### config.mk
export PLATFORM = sky130hd
export DESIGN_NAME = crc8_frame_receiver
export DESIGN_NICKNAME = d
export VERILOG_FILES = /design/src/sv/crcfr_pkg.sv /design/src/sv/crcfr_ram.sv /design/src/sv/crcfr_front.sv /design/src/sv/crcfr_fifo.sv /design/src/sv/crcfr_back.sv /design/src/sv/crc8_frame_receiver.sv
export SDC_FILE = /design/constraint.sdc
export NUM_CORES = 1
export LEC_CHECK = 0
export ABC_AREA = 1
export BUFFER_PORTS_ARGS = -buffer_cell sky130_fd_sc_hd__buf_2
export CAP_MARGIN = 30
export CORE_UTILIZATION = 60
export CTS_BUF_LIST = sky130_fd_sc_hd__clkbuf_2
export DETAILED_ROUTE_END_ITERATION = 6
export PLACE_DENSITY = 0.73
export SLEW_MARGIN = 20
export SYNTH_ARGS = -nofsm -noshare
export SYNTH_HDL_FRONTEND = slang
export SYNTH_SLANG_ARGS = --single-unit
### constraint.sdc
create_clock -name clk -period 2.67 [get_ports clk]
set_input_delay 0.4005 -clock clk [delete_from_list [all_inputs] [get_ports clk]]
set_output_delay 0.4005 -clock clk [all_outputs]
set_load 0.01 [all_outputs]
### src/sv/crcfr_pkg.sv
`default_nettype none

package crcfr_pkg;

  // frame limits
  localparam int MAX_PAYLOAD_BYTES = 64;
  localparam int IDX_W             = $clog2(MAX_PAYLOAD_BYTES);
  localparam int CNT_W             = $clog2(MAX_PAYLOAD_BYTES + 1);
  localparam int NUM_BANKS         = 2;
  localparam int BANK_W            = $clog2(NUM_BANKS);
  localparam int RAM_DEPTH         = NUM_BANKS * MAX_PAYLOAD_BYTES;
  localparam int RAM_AW            = $clog2(RAM_DEPTH);

  localparam logic [7:0] START_RESET = 8'hAA;
  localparam logic [7:0] MAX_LEN     = 8'(MAX_PAYLOAD_BYTES + 1);
  localparam logic [7:0] CRC_POLY    = 8'h07;
  localparam logic [7:0] CRC_INIT    = 8'h00;

  // result status codes
  localparam logic STATUS_OK      = 1'b0;
  localparam logic STATUS_CRC_ERR = 1'b1;

  // front state machine
  typedef enum logic [3:0] {
    FR_HUNT = 4'b0001,
    FR_LEN  = 4'b0010,
    FR_BODY = 4'b0100,
    FR_CRC  = 4'b1000
  } front_state_t;

  // back state machine
  typedef enum logic [3:0] {
    BK_IDLE = 4'b0001,
    BK_ONE  = 4'b0010,
    BK_RD   = 4'b0100,
    BK_LD   = 4'b1000
  } back_state_t;

  // one finished frame, handed from front to back
  typedef struct packed {
    logic              status;
    logic [7:0]        signal_id;
    logic [CNT_W-1:0]  count;
    logic [BANK_W-1:0] bank;
  } cmd_t;

  // back tells front that a buffer bank is free again
  typedef struct packed {
    logic              valid;
    logic [BANK_W-1:0] bank;
  } rel_t;

  // crc-8, msb first, one byte
  function automatic logic [7:0] crc8_update(input logic [7:0] crc, input logic [7:0] b);
    logic [7:0] c;
    c = crc ^ b;
    for (int k = 0; k < 8; k++) begin
      c = c[7] ? ((c << 1) ^ CRC_POLY) : (c << 1);
    end
    return c;
  endfunction

endpackage

`default_nettype wire

### src/sv/crcfr_ram.sv
`default_nettype none

module crcfr_ram #(
  parameter int WIDTH = 8,
  parameter int DEPTH = 128
) (
  input  wire logic                     clk,
  input  wire logic                     we,
  input  wire logic [$clog2(DEPTH)-1:0] waddr,
  input  wire logic [WIDTH-1:0]         wdata,
  input  wire logic                     re,
  input  wire logic [$clog2(DEPTH)-1:0] raddr,
  output logic      [WIDTH-1:0]         rdata
);

  logic [WIDTH-1:0] mem [DEPTH];

  // write port
  always_ff @(posedge clk) begin
    if (we) begin
      mem[waddr] <= wdata;
    end
  end

  // registered read, holds when not enabled
  always_ff @(posedge clk) begin
    if (re) begin
      rdata <= mem[raddr];
    end
  end

endmodule

`default_nettype wire

### src/sv/crcfr_front.sv
`default_nettype none

module crcfr_front (
  input  wire logic                                 clk,
  input  wire logic                                 rst,
  input  wire logic                                 cfg_we,
  input  wire logic [7:0]                           cfg_wdata,
  input  wire logic                                 s_tvalid,
  output logic                                      s_tready,
  input  wire logic [7:0]                           s_tdata,
  output logic                                      ram_we,
  output logic      [crcfr_pkg::RAM_AW-1:0]         ram_waddr,
  output logic      [7:0]                           ram_wdata,
  output logic                                      push,
  output crcfr_pkg::cmd_t                           push_cmd,
  input  crcfr_pkg::rel_t                           rel,
  output logic      [crcfr_pkg::NUM_BANKS-1:0]      busy
);
  import crcfr_pkg::*;

  front_state_t      state, state_next;
  logic [7:0]        start_byte;
  logic [CNT_W-1:0]  frame_length, frame_length_next;
  logic [CNT_W-1:0]  fill_count, fill_count_next;
  logic [7:0]        running_crc, running_crc_next;
  logic [7:0]        signal_id, signal_id_next;
  logic [BANK_W-1:0] wr_bank, wr_bank_next;
  logic [NUM_BANKS-1:0] busy_next;
  logic              accept;
  logic [IDX_W-1:0]  wr_idx;

  // stall only when the bank to be filled is still being drained
  assign s_tready = !((state == FR_BODY) && busy[wr_bank]);
  assign accept   = s_tvalid && s_tready;

  assign wr_idx    = IDX_W'(fill_count - CNT_W'(1));
  assign ram_waddr = {wr_bank, wr_idx};
  assign ram_wdata = s_tdata;
  assign ram_we    = accept && (state == FR_BODY) && (fill_count != '0);

  assign push              = accept && (state == FR_CRC);
  assign push_cmd.status   = (s_tdata != running_crc) ? STATUS_CRC_ERR : STATUS_OK;
  assign push_cmd.signal_id = signal_id;
  assign push_cmd.count    = fill_count - CNT_W'(1);
  assign push_cmd.bank     = wr_bank;

  // start byte register
  always_ff @(posedge clk) begin
    if (rst) begin
      start_byte <= START_RESET;
    end else if (cfg_we) begin
      start_byte <= cfg_wdata;
    end
  end

  // deframing state machine
  always_comb begin
    state_next        = state;
    frame_length_next = frame_length;
    fill_count_next   = fill_count;
    running_crc_next  = running_crc;
    signal_id_next    = signal_id;
    wr_bank_next      = wr_bank;
    if (accept) begin
      unique case (state)
        FR_HUNT: begin
          if (s_tdata == start_byte) begin
            fill_count_next = '0;
            state_next      = FR_LEN;
          end
        end
        FR_LEN: begin
          if ((s_tdata == 8'd0) || (s_tdata > MAX_LEN)) begin
            state_next = FR_HUNT;
          end else begin
            frame_length_next = CNT_W'(s_tdata);
            fill_count_next   = '0;
            running_crc_next  = CRC_INIT;
            state_next        = FR_BODY;
          end
        end
        FR_BODY: begin
          if (fill_count == '0) begin
            signal_id_next = s_tdata;
          end
          fill_count_next  = fill_count + CNT_W'(1);
          running_crc_next = crc8_update(running_crc, s_tdata);
          if (fill_count + CNT_W'(1) >= frame_length) begin
            state_next = FR_CRC;
          end
        end
        FR_CRC: begin
          wr_bank_next = wr_bank + BANK_W'(1);
          state_next   = FR_HUNT;
        end
        default: begin
          state_next = FR_HUNT;
        end
      endcase
    end
  end

  // bank busy tracking
  always_comb begin
    busy_next = busy;
    if (rel.valid) begin
      busy_next[rel.bank] = 1'b0;
    end
    if (push) begin
      busy_next[wr_bank] = 1'b1;
    end
  end

  always_ff @(posedge clk) begin
    if (rst) begin
      state        <= FR_HUNT;
      frame_length <= '0;
      fill_count   <= '0;
      running_crc  <= CRC_INIT;
      wr_bank      <= '0;
      busy         <= '0;
    end else begin
      state        <= state_next;
      frame_length <= frame_length_next;
      fill_count   <= fill_count_next;
      running_crc  <= running_crc_next;
      wr_bank      <= wr_bank_next;
      busy         <= busy_next;
    end
  end

  always_ff @(posedge clk) begin
    signal_id <= signal_id_next;
  end

endmodule

`default_nettype wire

### src/sv/crcfr_fifo.sv
`default_nettype none

module crcfr_fifo (
  input  wire logic       clk,
  input  wire logic       rst,
  input  wire logic       push,
  input  crcfr_pkg::cmd_t push_cmd,
  input  wire logic       pop,
  output crcfr_pkg::cmd_t head,
  output logic            empty,
  output logic            full
);
  import crcfr_pkg::*;

  cmd_t       entry [2];
  logic       wr_ptr;
  logic       rd_ptr;
  logic [1:0] count;

  assign head  = entry[rd_ptr];
  assign empty = (count == 2'd0);
  assign full  = (count == 2'd2);

  // pointers and fill level
  always_ff @(posedge clk) begin
    if (rst) begin
      wr_ptr <= 1'b0;
      rd_ptr <= 1'b0;
      count  <= 2'd0;
    end else begin
      if (push) begin
        wr_ptr <= !wr_ptr;
      end
      if (pop) begin
        rd_ptr <= !rd_ptr;
      end
      case ({push, pop})
        2'b10:   count <= count + 2'd1;
        2'b01:   count <= count - 2'd1;
        default: count <= count;
      endcase
    end
  end

  // entry storage
  always_ff @(posedge clk) begin
    if (push) begin
      entry[wr_ptr] <= push_cmd;
    end
  end

endmodule

`default_nettype wire

### src/sv/crcfr_back.sv
`default_nettype none

module crcfr_back (
  input  wire logic                          clk,
  input  wire logic                          rst,
  input  crcfr_pkg::cmd_t                    head,
  input  wire logic                          empty,
  output logic                               pop,
  output logic                               ram_re,
  output logic      [crcfr_pkg::RAM_AW-1:0]  ram_raddr,
  input  wire logic [7:0]                    ram_rdata,
  output crcfr_pkg::rel_t                    rel,
  output logic                               out_valid,
  input  wire logic                          out_ready,
  output logic                               out_status,
  output logic      [7:0]                    out_sig,
  output logic                               out_has,
  output logic      [7:0]                    out_pb,
  output logic      [crcfr_pkg::IDX_W-1:0]   out_idx,
  output logic      [crcfr_pkg::CNT_W-1:0]   out_cnt,
  output logic                               out_last
);
  import crcfr_pkg::*;

  back_state_t      state, state_next;
  cmd_t             cur;
  logic [IDX_W-1:0] idx, idx_next;
  logic             out_free;
  logic             load_one;
  logic             load_byte;
  logic             byte_last;

  assign out_free  = !out_valid || out_ready;
  assign pop       = (state == BK_IDLE) && !empty;
  assign ram_re    = (state == BK_RD);
  assign ram_raddr = {cur.bank, idx};
  assign byte_last = ({1'b0, idx} + CNT_W'(1)) == cur.count;
  assign load_one  = (state == BK_ONE) && out_free;
  assign load_byte = (state == BK_LD) && out_free;

  assign rel.valid = load_one || (load_byte && byte_last);
  assign rel.bank  = cur.bank;

  // result sequencer
  always_comb begin
    state_next = state;
    idx_next   = idx;
    unique case (state)
      BK_IDLE: begin
        if (!empty) begin
          idx_next = '0;
          if ((head.status == STATUS_CRC_ERR) || (head.count == '0)) begin
            state_next = BK_ONE;
          end else begin
            state_next = BK_RD;
          end
        end
      end
      BK_ONE: begin
        if (out_free) begin
          state_next = BK_IDLE;
        end
      end
      BK_RD: begin
        state_next = BK_LD;
      end
      BK_LD: begin
        if (out_free) begin
          if (byte_last) begin
            state_next = BK_IDLE;
          end else begin
            idx_next   = idx + IDX_W'(1);
            state_next = BK_RD;
          end
        end
      end
      default: begin
        state_next = BK_IDLE;
      end
    endcase
  end

  always_ff @(posedge clk) begin
    if (rst) begin
      state <= BK_IDLE;
      idx   <= '0;
    end else begin
      state <= state_next;
      idx   <= idx_next;
    end
  end

  // current frame
  always_ff @(posedge clk) begin
    if (pop) begin
      cur <= head;
    end
  end

  // output register
  always_ff @(posedge clk) begin
    if (rst) begin
      out_valid <= 1'b0;
    end else if (load_one || load_byte) begin
      out_valid <= 1'b1;
    end else if (out_ready) begin
      out_valid <= 1'b0;
    end
  end

  always_ff @(posedge clk) begin
    if (load_one) begin
      out_status <= cur.status;
      out_sig    <= cur.signal_id;
      out_has    <= 1'b0;
      out_pb     <= 8'd0;
      out_idx    <= '0;
      out_cnt    <= cur.count;
      out_last   <= 1'b1;
    end else if (load_byte) begin
      out_status <= STATUS_OK;
      out_sig    <= cur.signal_id;
      out_has    <= 1'b1;
      out_pb     <= ram_rdata;
      out_idx    <= idx;
      out_cnt    <= cur.count;
      out_last   <= byte_last;
    end
  end

endmodule

`default_nettype wire

### src/sv/crc8_frame_receiver.sv
// after the crc byte, results go via the frame queue, back sequencer and output register
// one received byte per cycle while s_tready is high; payload results each take a read
//   state and a load into the output register, as the two-bank buffer read is registered
// the input stalls only in a frame body whose buffer bank still holds a frame to be sent
// reset: rst is synchronous; it clears control state and sets start_byte to 0xaa,
//   buffer contents are left as they are and no clearing pass is run
`default_nettype none

module crc8_frame_receiver (
  input  wire logic        clk,
  input  wire logic        rst,
  input  wire logic        cfg_we,
  input  wire logic [7:0]  cfg_wdata,
  input  wire logic        s_tvalid,
  output logic             s_tready,
  input  wire logic [7:0]  s_tdata,   // [7:0] rx_byte
  output logic             m_tvalid,
  input  wire logic        m_tready,
  output logic      [31:0] m_tdata,   // [7:0] signal_id, [15:8] payload_byte,
                                      // [21:16] byte_index, [28:22] payload_count
  output logic      [1:0]  m_tuser,   // [0] status, [1] has_byte
  output logic             m_tlast
);
  import crcfr_pkg::*;

  logic                  ram_we;
  logic [RAM_AW-1:0]     ram_waddr;
  logic [7:0]            ram_wdata;
  logic                  ram_re;
  logic [RAM_AW-1:0]     ram_raddr;
  logic [7:0]            ram_rdata;
  logic                  push;
  cmd_t                  push_cmd;
  logic                  pop;
  cmd_t                  head;
  logic                  fifo_empty;
  logic                  fifo_full;
  rel_t                  rel;
  logic [NUM_BANKS-1:0]  busy;
  logic                  out_status;
  logic [7:0]            out_sig;
  logic                  out_has;
  logic [7:0]            out_pb;
  logic [IDX_W-1:0]      out_idx;
  logic [CNT_W-1:0]      out_cnt;

  // byte intake and frame checking
  crcfr_front u_front (
    .clk       (clk),
    .rst       (rst),
    .cfg_we    (cfg_we),
    .cfg_wdata (cfg_wdata),
    .s_tvalid  (s_tvalid),
    .s_tready  (s_tready),
    .s_tdata   (s_tdata),
    .ram_we    (ram_we),
    .ram_waddr (ram_waddr),
    .ram_wdata (ram_wdata),
    .push      (push),
    .push_cmd  (push_cmd),
    .rel       (rel),
    .busy      (busy)
  );

  // two-bank payload buffer
  crcfr_ram #(
    .WIDTH (8),
    .DEPTH (RAM_DEPTH)
  ) u_ram (
    .clk   (clk),
    .we    (ram_we),
    .waddr (ram_waddr),
    .wdata (ram_wdata),
    .re    (ram_re),
    .raddr (ram_raddr),
    .rdata (ram_rdata)
  );

  // finished frames waiting for the back end
  crcfr_fifo u_fifo (
    .clk      (clk),
    .rst      (rst),
    .push     (push),
    .push_cmd (push_cmd),
    .pop      (pop),
    .head     (head),
    .empty    (fifo_empty),
    .full     (fifo_full)
  );

  // result generation
  crcfr_back u_back (
    .clk        (clk),
    .rst        (rst),
    .head       (head),
    .empty      (fifo_empty),
    .pop        (pop),
    .ram_re     (ram_re),
    .ram_raddr  (ram_raddr),
    .ram_rdata  (ram_rdata),
    .rel        (rel),
    .out_valid  (m_tvalid),
    .out_ready  (m_tready),
    .out_status (out_status),
    .out_sig    (out_sig),
    .out_has    (out_has),
    .out_pb     (out_pb),
    .out_idx    (out_idx),
    .out_cnt    (out_cnt),
    .out_last   (m_tlast)
  );

  // output packing
  assign m_tdata = {3'b000, out_cnt, out_idx, out_pb, out_sig};
  assign m_tuser = {out_has, out_status};

  // a finished frame always finds room in the queue
  assert property (@(posedge clk) disable iff (rst) push |-> !fifo_full)
    else $error("frame queue overflow");

  // never write into a bank that is still being drained
  assert property (@(posedge clk) disable iff (rst)
    ram_we |-> !busy[ram_waddr[RAM_AW-1]])
    else $error("write into busy buffer bank");

  // a crc error is a single result without a byte
  assert property (@(posedge clk) disable iff (rst)
    (m_tvalid && m_tuser[0]) |-> (m_tlast && !m_tuser[1]))
    else $error("crc error result malformed");

  // a bank is released only by the back end while it is marked busy
  assert property (@(posedge clk) disable iff (rst)
    rel.valid |-> busy[rel.bank])
    else $error("release of idle buffer bank");

endmodule

`default_nettype wire

# ---- Yosys cells after proc, flatten, opt, wreduce, memory -nomap -nowiden
# Memories as Yosys holds them, arrays and structs flattened. A register that Yosys moved wholly into a read port is not among the register bits.
# Cells that the tools add are included.
dict set report totals {
  mem_count 2
  word_cells 164
  ramBits 1058
  input_bits 21
  regBits 109
}
dict set report op_classes {
  n_mux 51
  n_lt_le_gt_ge 6
  n_eq_ne 20
  n_reduce_logical 40
  bitwise_logic 13
  addsub 7
}
# memory words width read_ports rd_clocked_by_memory_dff wr line
set memory_table {}
lappend memory_table {u_ram.mem 128 8 1 1 1 crcfr_ram.sv:16} ;# logic [WIDTH-1:0] mem [DEPTH];
lappend memory_table {u_fifo.entry 2 17 1 1 1 crcfr_fifo.sv:15} ;# cmd_t entry [2];
# cell n
set ops {}
lappend ops {{$mux W3} 11}
lappend ops {{$mux W7} 4}
lappend ops {{$mux W8} 3}
lappend ops {{$not A3 Y3} 8}
lappend ops {{$pmux W7 S3} 1}
lappend ops {{$mux W4} 5}
lappend ops {{$mux W6} 3}
lappend ops {{$pmux W4 S4} 1}
lappend ops {{$pmux W8 S2} 1}
lappend ops {{$mux W1} 15}
lappend ops {{$reduce_and A3 Y1} 5}
lappend ops {{$logic_not A7 Y1} 2}
lappend ops {{$pmux W4 S3} 1}
lappend ops {{$pmux W6 S2} 1}
lappend ops {{$logic_and A1 B1 Y1} 11}
lappend ops {{$reduce_bool A2 Y1} 5}
lappend ops {{$eq A4 B1 Y1 const B} 2}
lappend ops {{$eq A4 B2 Y1 const B} 2}
lappend ops {{$eq A4 B3 Y1 const B} 2}
lappend ops {{$eq A4 B4 Y1 const B} 2}
lappend ops {{$eq A8 B8 Y1} 1}
lappend ops {{$gt A8 B7 Y1 const B} 1}
lappend ops {{$logic_not A8 Y1} 1}
lappend ops {{$ne A2 B2 Y1 const B} 4}
lappend ops {{other kinds (30)} 45}

# ---- Logic depth before layout (Yosys ltp)
# Gate-level depths: netlist of the first run.
dict set report logic_depth {
  ltp_word 18
  mapped_depth 15
  ltp_nobuf 15
}

# ---- By module
# Synthesis of the first run repeated with hierarchy kept, for this count alone.
dict set report hier_totals {
  hier_cells 4290
  area_unflattened_um2 48908.2
}
# module cells_per_inst instances seq_area_each_um2 area_each_um2
set modules_own_cells {}
lappend modules_own_cells {crcfr_ram 3575 1 30989.7 42184.2}
lappend modules_own_cells {crcfr_front 384 1 980.9 2801.4}
lappend modules_own_cells {crcfr_back 239 1 1531.5 2374.8}
lappend modules_own_cells {crcfr_fifo 86 1 1121.1 1506.4}
lappend modules_own_cells {crc8_frame_receiver 6 1 0.0 41.3}

# ---- Least setup slack after synthesis of the first run
# Ideal clock, no wire load.
dict set report synth_path {
  kind {register to register}
  start {register u_front.fill_count[0]}
  end {memory u_ram.mem[104][0], enable pin}
  path_buffers 1
  arrival_ns 2.080
  synth_period_minus_slack_ns 2.450
  slack_ns 0.220
  path_stages_with_launch 9
  path_cell_list {dfxtp_1 inv_1 ha_1 xnor2_1 inv_1 nor2_1 nand2_4 buf_6 nor2_1}
}
# element line
set synth_lines {}
lappend synth_lines {{start: declaration} crcfr_front.sv:24} ;# logic [CNT_W-1:0] fill_count, fill_count_next;
lappend synth_lines {{start signal: assignment} crcfr_front.sv:125} ;# fill_count <= fill_count_next;
lappend synth_lines {{end: declaration} crcfr_ram.sv:16}

# ---- Worst setup path after layout of the first run
dict set report layout_path {
  start {register u_front.state[0]}
  end {output s_tready}
}
dict set report layout_via {
  elab_chain_len 3
}
# element line
set layout_lines {}
lappend layout_lines {{start: declaration} crcfr_front.sv:21} ;# front_state_t state, state_next;
lappend layout_lines {{start signal: assignment} crcfr_front.sv:123} ;# state <= state_next;
lappend layout_lines {{$eq A4 B3 Y1} crcfr_front.sv:33} ;# assign s_tready = !((state == FR_BODY) && busy[wr_bank]);
lappend layout_lines {{$logic_and A1 B1 Y1} crcfr_front.sv:33}
lappend layout_lines {{$logic_not A1 Y1} crcfr_front.sv:33}
lappend layout_lines {{end: declaration} crc8_frame_receiver.sv:15} ;# output logic s_tready,
# No other way between the ends.

==> flow_summary.toml, run 1 <==
[cts]
clock-root-buffer = "clkbuf_2"
cts_tree = "done"
h-tree-depth = 5
cts_num_sinks = 1176
clk_pin_slew_ns = 0.10
clk_latency_ns = 1.45
clockBufferDepth = 4
cts_buffers = 301

[detailed_routing]
antenna_left = 0
met1_length_mm = 48.7
drt_pass1_iterations = 7
routed_wl_mm = 127
vias = 34400
wl_per_cell_um = 21.5
viasPerCell = 5.82
drt_iter0_drc = 4442
dr.max_layer_used = "met4"
wl_met2_mm = 59.9
drc = 1
dr_wl_met3_mm = 13.8

[yosys]
syn_area_um2 = 48100
synth_seq_cells = 1176
seq_area_frac_synth_pct = 71.9
avgSynthCellArea_um2 = 11.5
netlist.top_cell.by_area = "edfxtp_1"
synthTopCellsByArea = "edfxtp_1 (69%), nand3_1 (10%), nand2_1 (9.9%)"
synthDistinctLibCells = 40
ys_warn_count = 0
synth_top_area_share_pct = 69.0
synthCells = 4194

[power]
ir_drop_uv = 443
p_leak_nw = 20.6
pwr_density_cell_nw_per_um2 = 639

[critical_path]
r2r_cells = 11
reg2reg_to = "u_ram.mem[77][7]"
cp-start-kind = "flip-flop"
path_class = "reg2out"
cp-end-kind = "output pin"
regToRegSetupSlack_ns = 0.09
path_max_fanout = 2
timing.critical_path.to = "s_tready"
cp.required_ns = 2.27
cp.arrival_ns = 2.28
startpoint = "u_front.state[0]"
reg2reg_from = "u_front.fill_count[0]"

[placement]
pre_cts_ws_ns = -0.00689
hpwl_mm = 74.0
io_buffers = 54
gp_congestion = 0.905
dp.cells = 5341
placed_area_um2 = 51400

[floorplan]
num_io_pins = 58
initial_utilization_pct = 60.7
die_y_um = 285
rows = 103
die_area_um2 = 81400
core_area_um2 = 79300
fp.dieW_um = 285

[grt]
antenna_found_initial = 5
grt_start_max_net_pins = 130
grt_pass1_wl_mm = 190
grt_overflow = 0
grt_pass1_vias = 33500
grt.total_usage_pct = 31.2

[finish]
layout_commonest_cell = "nand2_1"
post-route-util_pct = 69.1
drive_gt1_share_pct = 17.8
fin_cells = 5906
layout_common_cells = "nand2_1 (1,264), edfxtp_1 (1,107), nand3_1 (993)"
design.final.nets = 4703
syn_to_final_growth_pct = 13.8
stdcell_area_um2 = 54800

[sta]
whs_ns = 0.0980
hold_viol = 0
fmax_ghz = 0.373
setup_viol = 1
rsz0062_at_grt = "true"
slew_viol_final = 0
relSlewSlack_pct = 34.6
fin_skew_ns = 0.150
setup_ws_ns = -0.0113
post-route-min-period_ns = 2.68
tightest_slew_ns = 0.979
period_share_pct = 100

[status]
violations = "DRC, setup timing"
status = "finished, violations left"

[hold_path]
min_path_type = "in2reg"

[run]
maxCapViolCount = 0
[metal layers]
metal	vias up	track usage [%]
li1	15800	-
met1	16200	41.9
met2	2088	49.1
met3	317	7.21
met4	0	13.6
met5	-	0
[through the flow]
stage / setup TNS, ns / power (mW)
2_1_floorplan: 0 / 22.5
3_3_place_gp: 0 / 23.7
3_5_place_dp: -0.0404 / 23.7
4_1_cts: -0.194 / 35.0
5_1_grt: -0.513 / 36.4
6_report: -0.0113 / 35.0
[worst min-delay path by stage]
stage	slack, ns	from	depth (start not counted)	end
after floorplan	0.40	u_back.cur[8]	0	u_back.out_sig[0]
after global placement	0.40	u_back.cur[13]	0	u_back.out_sig[5]
after detailed placement	0.40	u_back.cur[13]	0	u_back.out_sig[5]
after CTS	0.02	s_tdata[5]	9	u_front.running_crc[4]
after global routing	0.11	s_tdata[3]	9	u_front.state[3]
final	0.1	s_tdata[6]	3	u_ram.mem[83][6]
[cells in the mapped netlist]
master,n
nand2_2,4
and3_1,1
nand2_1,1274
a21oi_1,64
xnor2_1,22
nand2_4,9
nor2_1,194
mux2i_1,2
nor3_4,1
buf_6,8
nor2_2,4
buf_2,148
clkbuf_1,66
nor3_1,6
and2_1,1
inv_2,5
inv_4,1
or2_2,8
clkinv_1,2
nand3_1,993
a2bb2oi_1,1
nor4_1,1
o21ai_0,36
buf_1,24
xor2_1,12
inv_1,77
ha_1,15
a31oi_1,1
edfxtp_1,1107
o21ai_4,1
nand3b_1,2
nor2_4,2
dfxtp_1,69
buf_4,8
o2111ai_1,1
o21a_1,4
nand4_1,11
o21ai_1,7
o211ai_1,1
conb_1,1
[area by class of cell]
class | instances | area [um2]
Timing Repair Buffer | 421 | 3840
Sequential cell | 1176 | 34600
Clock buffer | 406 | 2030
Inverter | 85 | 339
Clock inverter | 84 | 457
Antenna cell | 2 | 5.00
Fill cell | 5695 | 24500
Multi-Input combinational cell | 2682 | 12100
Tap cell | 1050 | 1310
[where the power goes]
group          total, mW  leakage (nW)  internal, mW  switching [mW]
sequential          20.9          10.5          20.6           0.248
combinational       2.72          8.11         0.819            1.90
clock               11.4          1.91          4.56            6.86
[critical path, cell delays in order (launching register included)]
cell	delay, ns
dfxtp_2	0.33
inv_2	0.07
nand2_4	0.06
nor3_4	0.14
nand2_2	0.09
buf_6	0.13
[registers in the layout (all words and copies together) (netlist names), 2 cells and up, named ones only]
name                  count
u_back.out_idx            6
u_fifo.count              2
u_back.state              4
u_back.idx                6
u_front.signal_id         8
u_fifo.entry             34
u_back.out_sig            8
u_front.state             4
u_front.fill_count        7
u_front.frame_length      7
u_ram.rdata               8
u_back.out_cnt            7
u_front.running_crc       8
u_front.busy              2
u_back.cur               16
u_front.start_byte        8
u_back.out_pb             8
u_ram.mem              1024
[timing repair]
item	CTS	global route
setup endpoints to repair	191	717
setup buffers	6	10
endpoints found under the hold margin	1169	0
gates cloned	0	1
resized for setup	14	35
pin swaps	3	6
hold buffers	56	0
[logic make-up (layout without fill, tap and decap cells)]
| logic type | count (synthesis) | count (layout) | share of synthesized area, % |
|---|---|---|---|
| other | 1 | 5 | 0.00779 |
| buffers and inverters | 339 | 996 | 3.22 |
| AOI/OAI and AO/OA | 116 | 116 | 1.27 |
| and+or+nand+nor | 2511 | 2512 | 22.5 |
| adders and majority gates | 15 | 15 | 0.390 |
| muxes | 2 | 2 | 0.0416 |
| DFF | 1176 | 1176 | 71.9 |
| xor gates and xnor gates | 34 | 34 | 0.618 |
(Power assumes the default switching activity.)
==> run 2: changes to the inputs <==
--- a/config.mk
+++ b/config.mk
@@ -5,14 +5,12 @@
 export SDC_FILE = /design/constraint.sdc
 export NUM_CORES = 1
 export LEC_CHECK = 0
-export ABC_AREA = 1
 export BUFFER_PORTS_ARGS = -buffer_cell sky130_fd_sc_hd__buf_2
 export CAP_MARGIN = 30
 export CORE_UTILIZATION = 60
 export CTS_BUF_LIST = sky130_fd_sc_hd__clkbuf_2
 export DETAILED_ROUTE_END_ITERATION = 6
 export PLACE_DENSITY = 0.73
-export SLEW_MARGIN = 20
 export SYNTH_ARGS = -nofsm -noshare
 export SYNTH_HDL_FRONTEND = slang
 export SYNTH_SLANG_ARGS = --single-unit
==> constraint.sdc (replaced) <==
create_clock -name clk -period 2.9 [get_ports clk]
set_input_delay 0.435 -clock clk [delete_from_list [all_inputs] [get_ports clk]]
set_output_delay 0.435 -clock clk [all_outputs]
set_load 0.01 [all_outputs]
==> run 2 against run 1 <==
The run now ends clean. Global-route usage decreased by 1.5 points. Area after synthesis decreased by 3.2%. Combinational power shrank 80%. Non-clock buffer count fell by 19. Total power decreased by 15%. Clock power fell by 8%. Clock skew down 0.0056 ns. Synthesized cell count shrank 40%. Critical path depth rose by 4. Critical endpoint is now u_ram.rdata[7]. Largest cell class unchanged.
==> flow_summary.toml, run 2 <==
[yosys]
synth_most_common_cell = "edfxtp_1"
synth_flop_cell = "edfxtp_1"
avgSynthCellArea_um2 = 18.4
synthDistinctLibCells = 63
ys_warn_count = 0
synth_top_area_share_pct = 71.3
netlist.top_cell.by_area = "edfxtp_1"
synth_seq_cells = 1176
seq_area_frac_synth_pct = 74.3
synthTopCellsByArea = "edfxtp_1 (71%), mux4_2 (7.5%), mux2i_1 (6.2%)"
syn_area_um2 = 46600
ys_async_sr_fraction_pct = 0
synthCells = 2535
synth_edf_count = 1107
synth_common_cells = "edfxtp_1 (1,107), mux2i_1 (289), nor2_1 (186)"

[cts]
clock-root-buffer = "clkbuf_2"
cts_tree = "done"
cts_num_sinks = 1176
clk_pin_slew_ns = 0.12
h-tree-depth = 5
cts_buffers = 299
clockBufferDepth = 4
clk_latency_ns = 1.41

[critical_path]
crit_top_cell = "buf_4"
crit_chain = "buf_12, buf_4, mux2i_1, a22oi_1, a31oi_1, nor4_2, buf_4, a21oi_1, nor3_1"
cpPeakStageDelay_ns = 0.64
crit_buf_inv = 3
crit_family = "compound AO/OA/AOI/OAI gates"
cp_slowest_cell = "dfxtp_4"
path_max_fanout = 28
path_class = "reg2reg"
cp.arrival_ns = 4.04
cp-end-kind = "flip-flop"
cp-start-kind = "flip-flop"
cp.required_ns = 4.11

[sta]
hold_viol = 0
tightest_slew_ns = 0.962
setup_ws_ns = 0.0666
setup_viol = 0
fin_skew_ns = 0.144
post-route-min-period_ns = 2.83
rsz0062_at_grt = "true"
period_share_pct = 97.7
relSlewSlack_pct = 35.9
setup_tns_ns = 0
whs_ns = 0.199
slew_viol_final = 0
fmax_ghz = 0.353

[finish]
multi_input_area_um2 = 11200
largest_reg_flops = 1024
largestRegisters = "u_ram.mem: 1024 flops, u_fifo.entry: 34 flops, u_back.cur: 16 flops"
fill_cells = 5011
layout_commonest_cell = "edfxtp_1"
top_register = "u_ram.mem"
design.final.nets = 3141
fin_cells = 4341
syn_to_final_growth_pct = 14.0
regArea_um2 = 34600
layout_common_cells = "edfxtp_1 (1,107), clkbuf_2 (408), mux2i_1 (288)"
drive_gt1_share_pct = 30.1

[status]
status = "completed"

[grt]
grt_pass1_vias = 27200
grt_start_max_net_pins = 129
grt_overflow = 0
grt_pass1_wl_mm = 168
grt.total_usage_pct = 29.7
antenna_found_initial = 6

[run]
maxCapViolCount = 0

[detailed_routing]
antenna_left = 0
wl_per_cell_um = 26.5
viasPerCell = 6.12
routed_wl_mm = 115
drt_pass1_iterations = 7
vias = 26600
drc = 0
drt_iter0_drc = 3081

[floorplan]
fp.dieW_um = 281
num_io_pins = 58
rows = 101
die_area_um2 = 78800
initial_utilization_pct = 61.0
die_y_um = 281
core_area_um2 = 76300

[hold_path]
min_path_type = "in2reg"

[power]
ir_drop_uv = 401
p_leak_nw = 17.5
pwr_density_cell_nw_per_um2 = 557

[placement]
dp.cells = 3773
io_buffers = 54
pre_cts_ws_ns = -0.0332
gp_congestion = 0.924
hpwl_mm = 72.0
-- run 2: changes by cell type in the layout (fill, tap and decap cells not counted), moves of 15 or more --
| cell | change |
|---|---|
| a21oi_1 | -23 |
| a22oi_1 | +118 |
| a31oi_1 | +42 |
| buf_12 | -28 |
| inv_1 | -52 |
| mux2_2 | +15 |
| mux2i_1 | +286 |
| mux4_2 | +156 |
| nand2_1 | -1192 |
| nand3_1 | -978 |
| xnor2_1 | +15 |
-- run 2: final cells by class --
class / count / share of cell area (%)
sequential: 1176 / 65.2
multi-input combinational: 1204 / 21.1
timing repair buffer: 402 / 6.33
clock buffer: 408 / 3.84
tap: 1030 / 2.43
clock inverter: 96 / 0.902
inverter: 22 / 0.155
antenna: 3 / 0.0141
-- run 2: logic make-up (layout without fill, tap and decap cells) --
logic type / Yosys count / count (layout) / share of synthesized area [%]
XOR/XNOR: 54 / 54 / 1.07
other: 1 / 6 / 0.00805
buffers and inverters: 157 / 928 / 1.89
AO/OA/AOI/OAI: 291 / 291 / 4.31
flip-flops: 1176 / 1176 / 74.3
adder cells (fa/ha/maj): 15 / 15 / 0.403
AND/OR/NAND/NOR: 381 / 381 / 3.90
multiplexers: 460 / 460 / 14.1
-- run 2: final timing paths --
path	startpoint	depth (start not counted)	slack, ns	end
min reg2reg	u_back.cur[8]	0	0.40	u_back.out_sig[0]
max reg2reg	u_back.idx[2]	9	0.07	u_ram.rdata[7]
max	u_back.idx[2]	9	0.07	u_ram.rdata[7]
min	s_tvalid	6	0.20	u_fifo.wr_ptr
-- run 2: metrics by stage --
stage / power, mW / instance area (um2) / util (%)
after floorplan: 19.0 / 46600 / -
after global placement: 19.3 / 49900 / 65.3
after detailed placement: 19.4 / 49900 / 65.3
after CTS: 29.8 / 53000 / 69.4
after global routing: 30.7 / 53100 / 69.6
final: 29.6 / 53100 / 69.6
-- run 2: power breakdown --
part           internal [mW]  total (mW)  switching [mW]
Combinational          0.146       0.534           0.388
Sequential              18.5        18.5          0.0100
Clock                   4.15        10.5            6.39
Total                   22.8        29.6            6.79
-- run 2: what timing repair did --
action | CTS | global route
endpoints found under the setup margin | 64 | 308
hold buffers | 55 | 1
buffers inserted | 3 | 1
hold endpoints to repair | 1054 | 5
pin swaps | 1 | 0
cloned | 0 | 0
gates resized for setup | 11 | 13
-- run 2: routing by layer --
layer,routed length (um),track usage [%],vias to the layer above
li1,-,-,11500
met1,44300,40.2,13300
met2,55700,46.8,1544
met3,11400,7.67,244
met4,3490,11.3,2
met5,11,0,-
-- run 2: worst reg2reg max path, delay by kind of cell, from the launching register on --
kind / cells / cell delay (ns)
buffers and inverters: 3 / 0.65
flip-flops: 1 / 0.64
multiplexers: 1 / 0.08
AO/OA/AOI/OAI: 3 / 0.67
AND/OR/NAND/NOR: 2 / 0.64
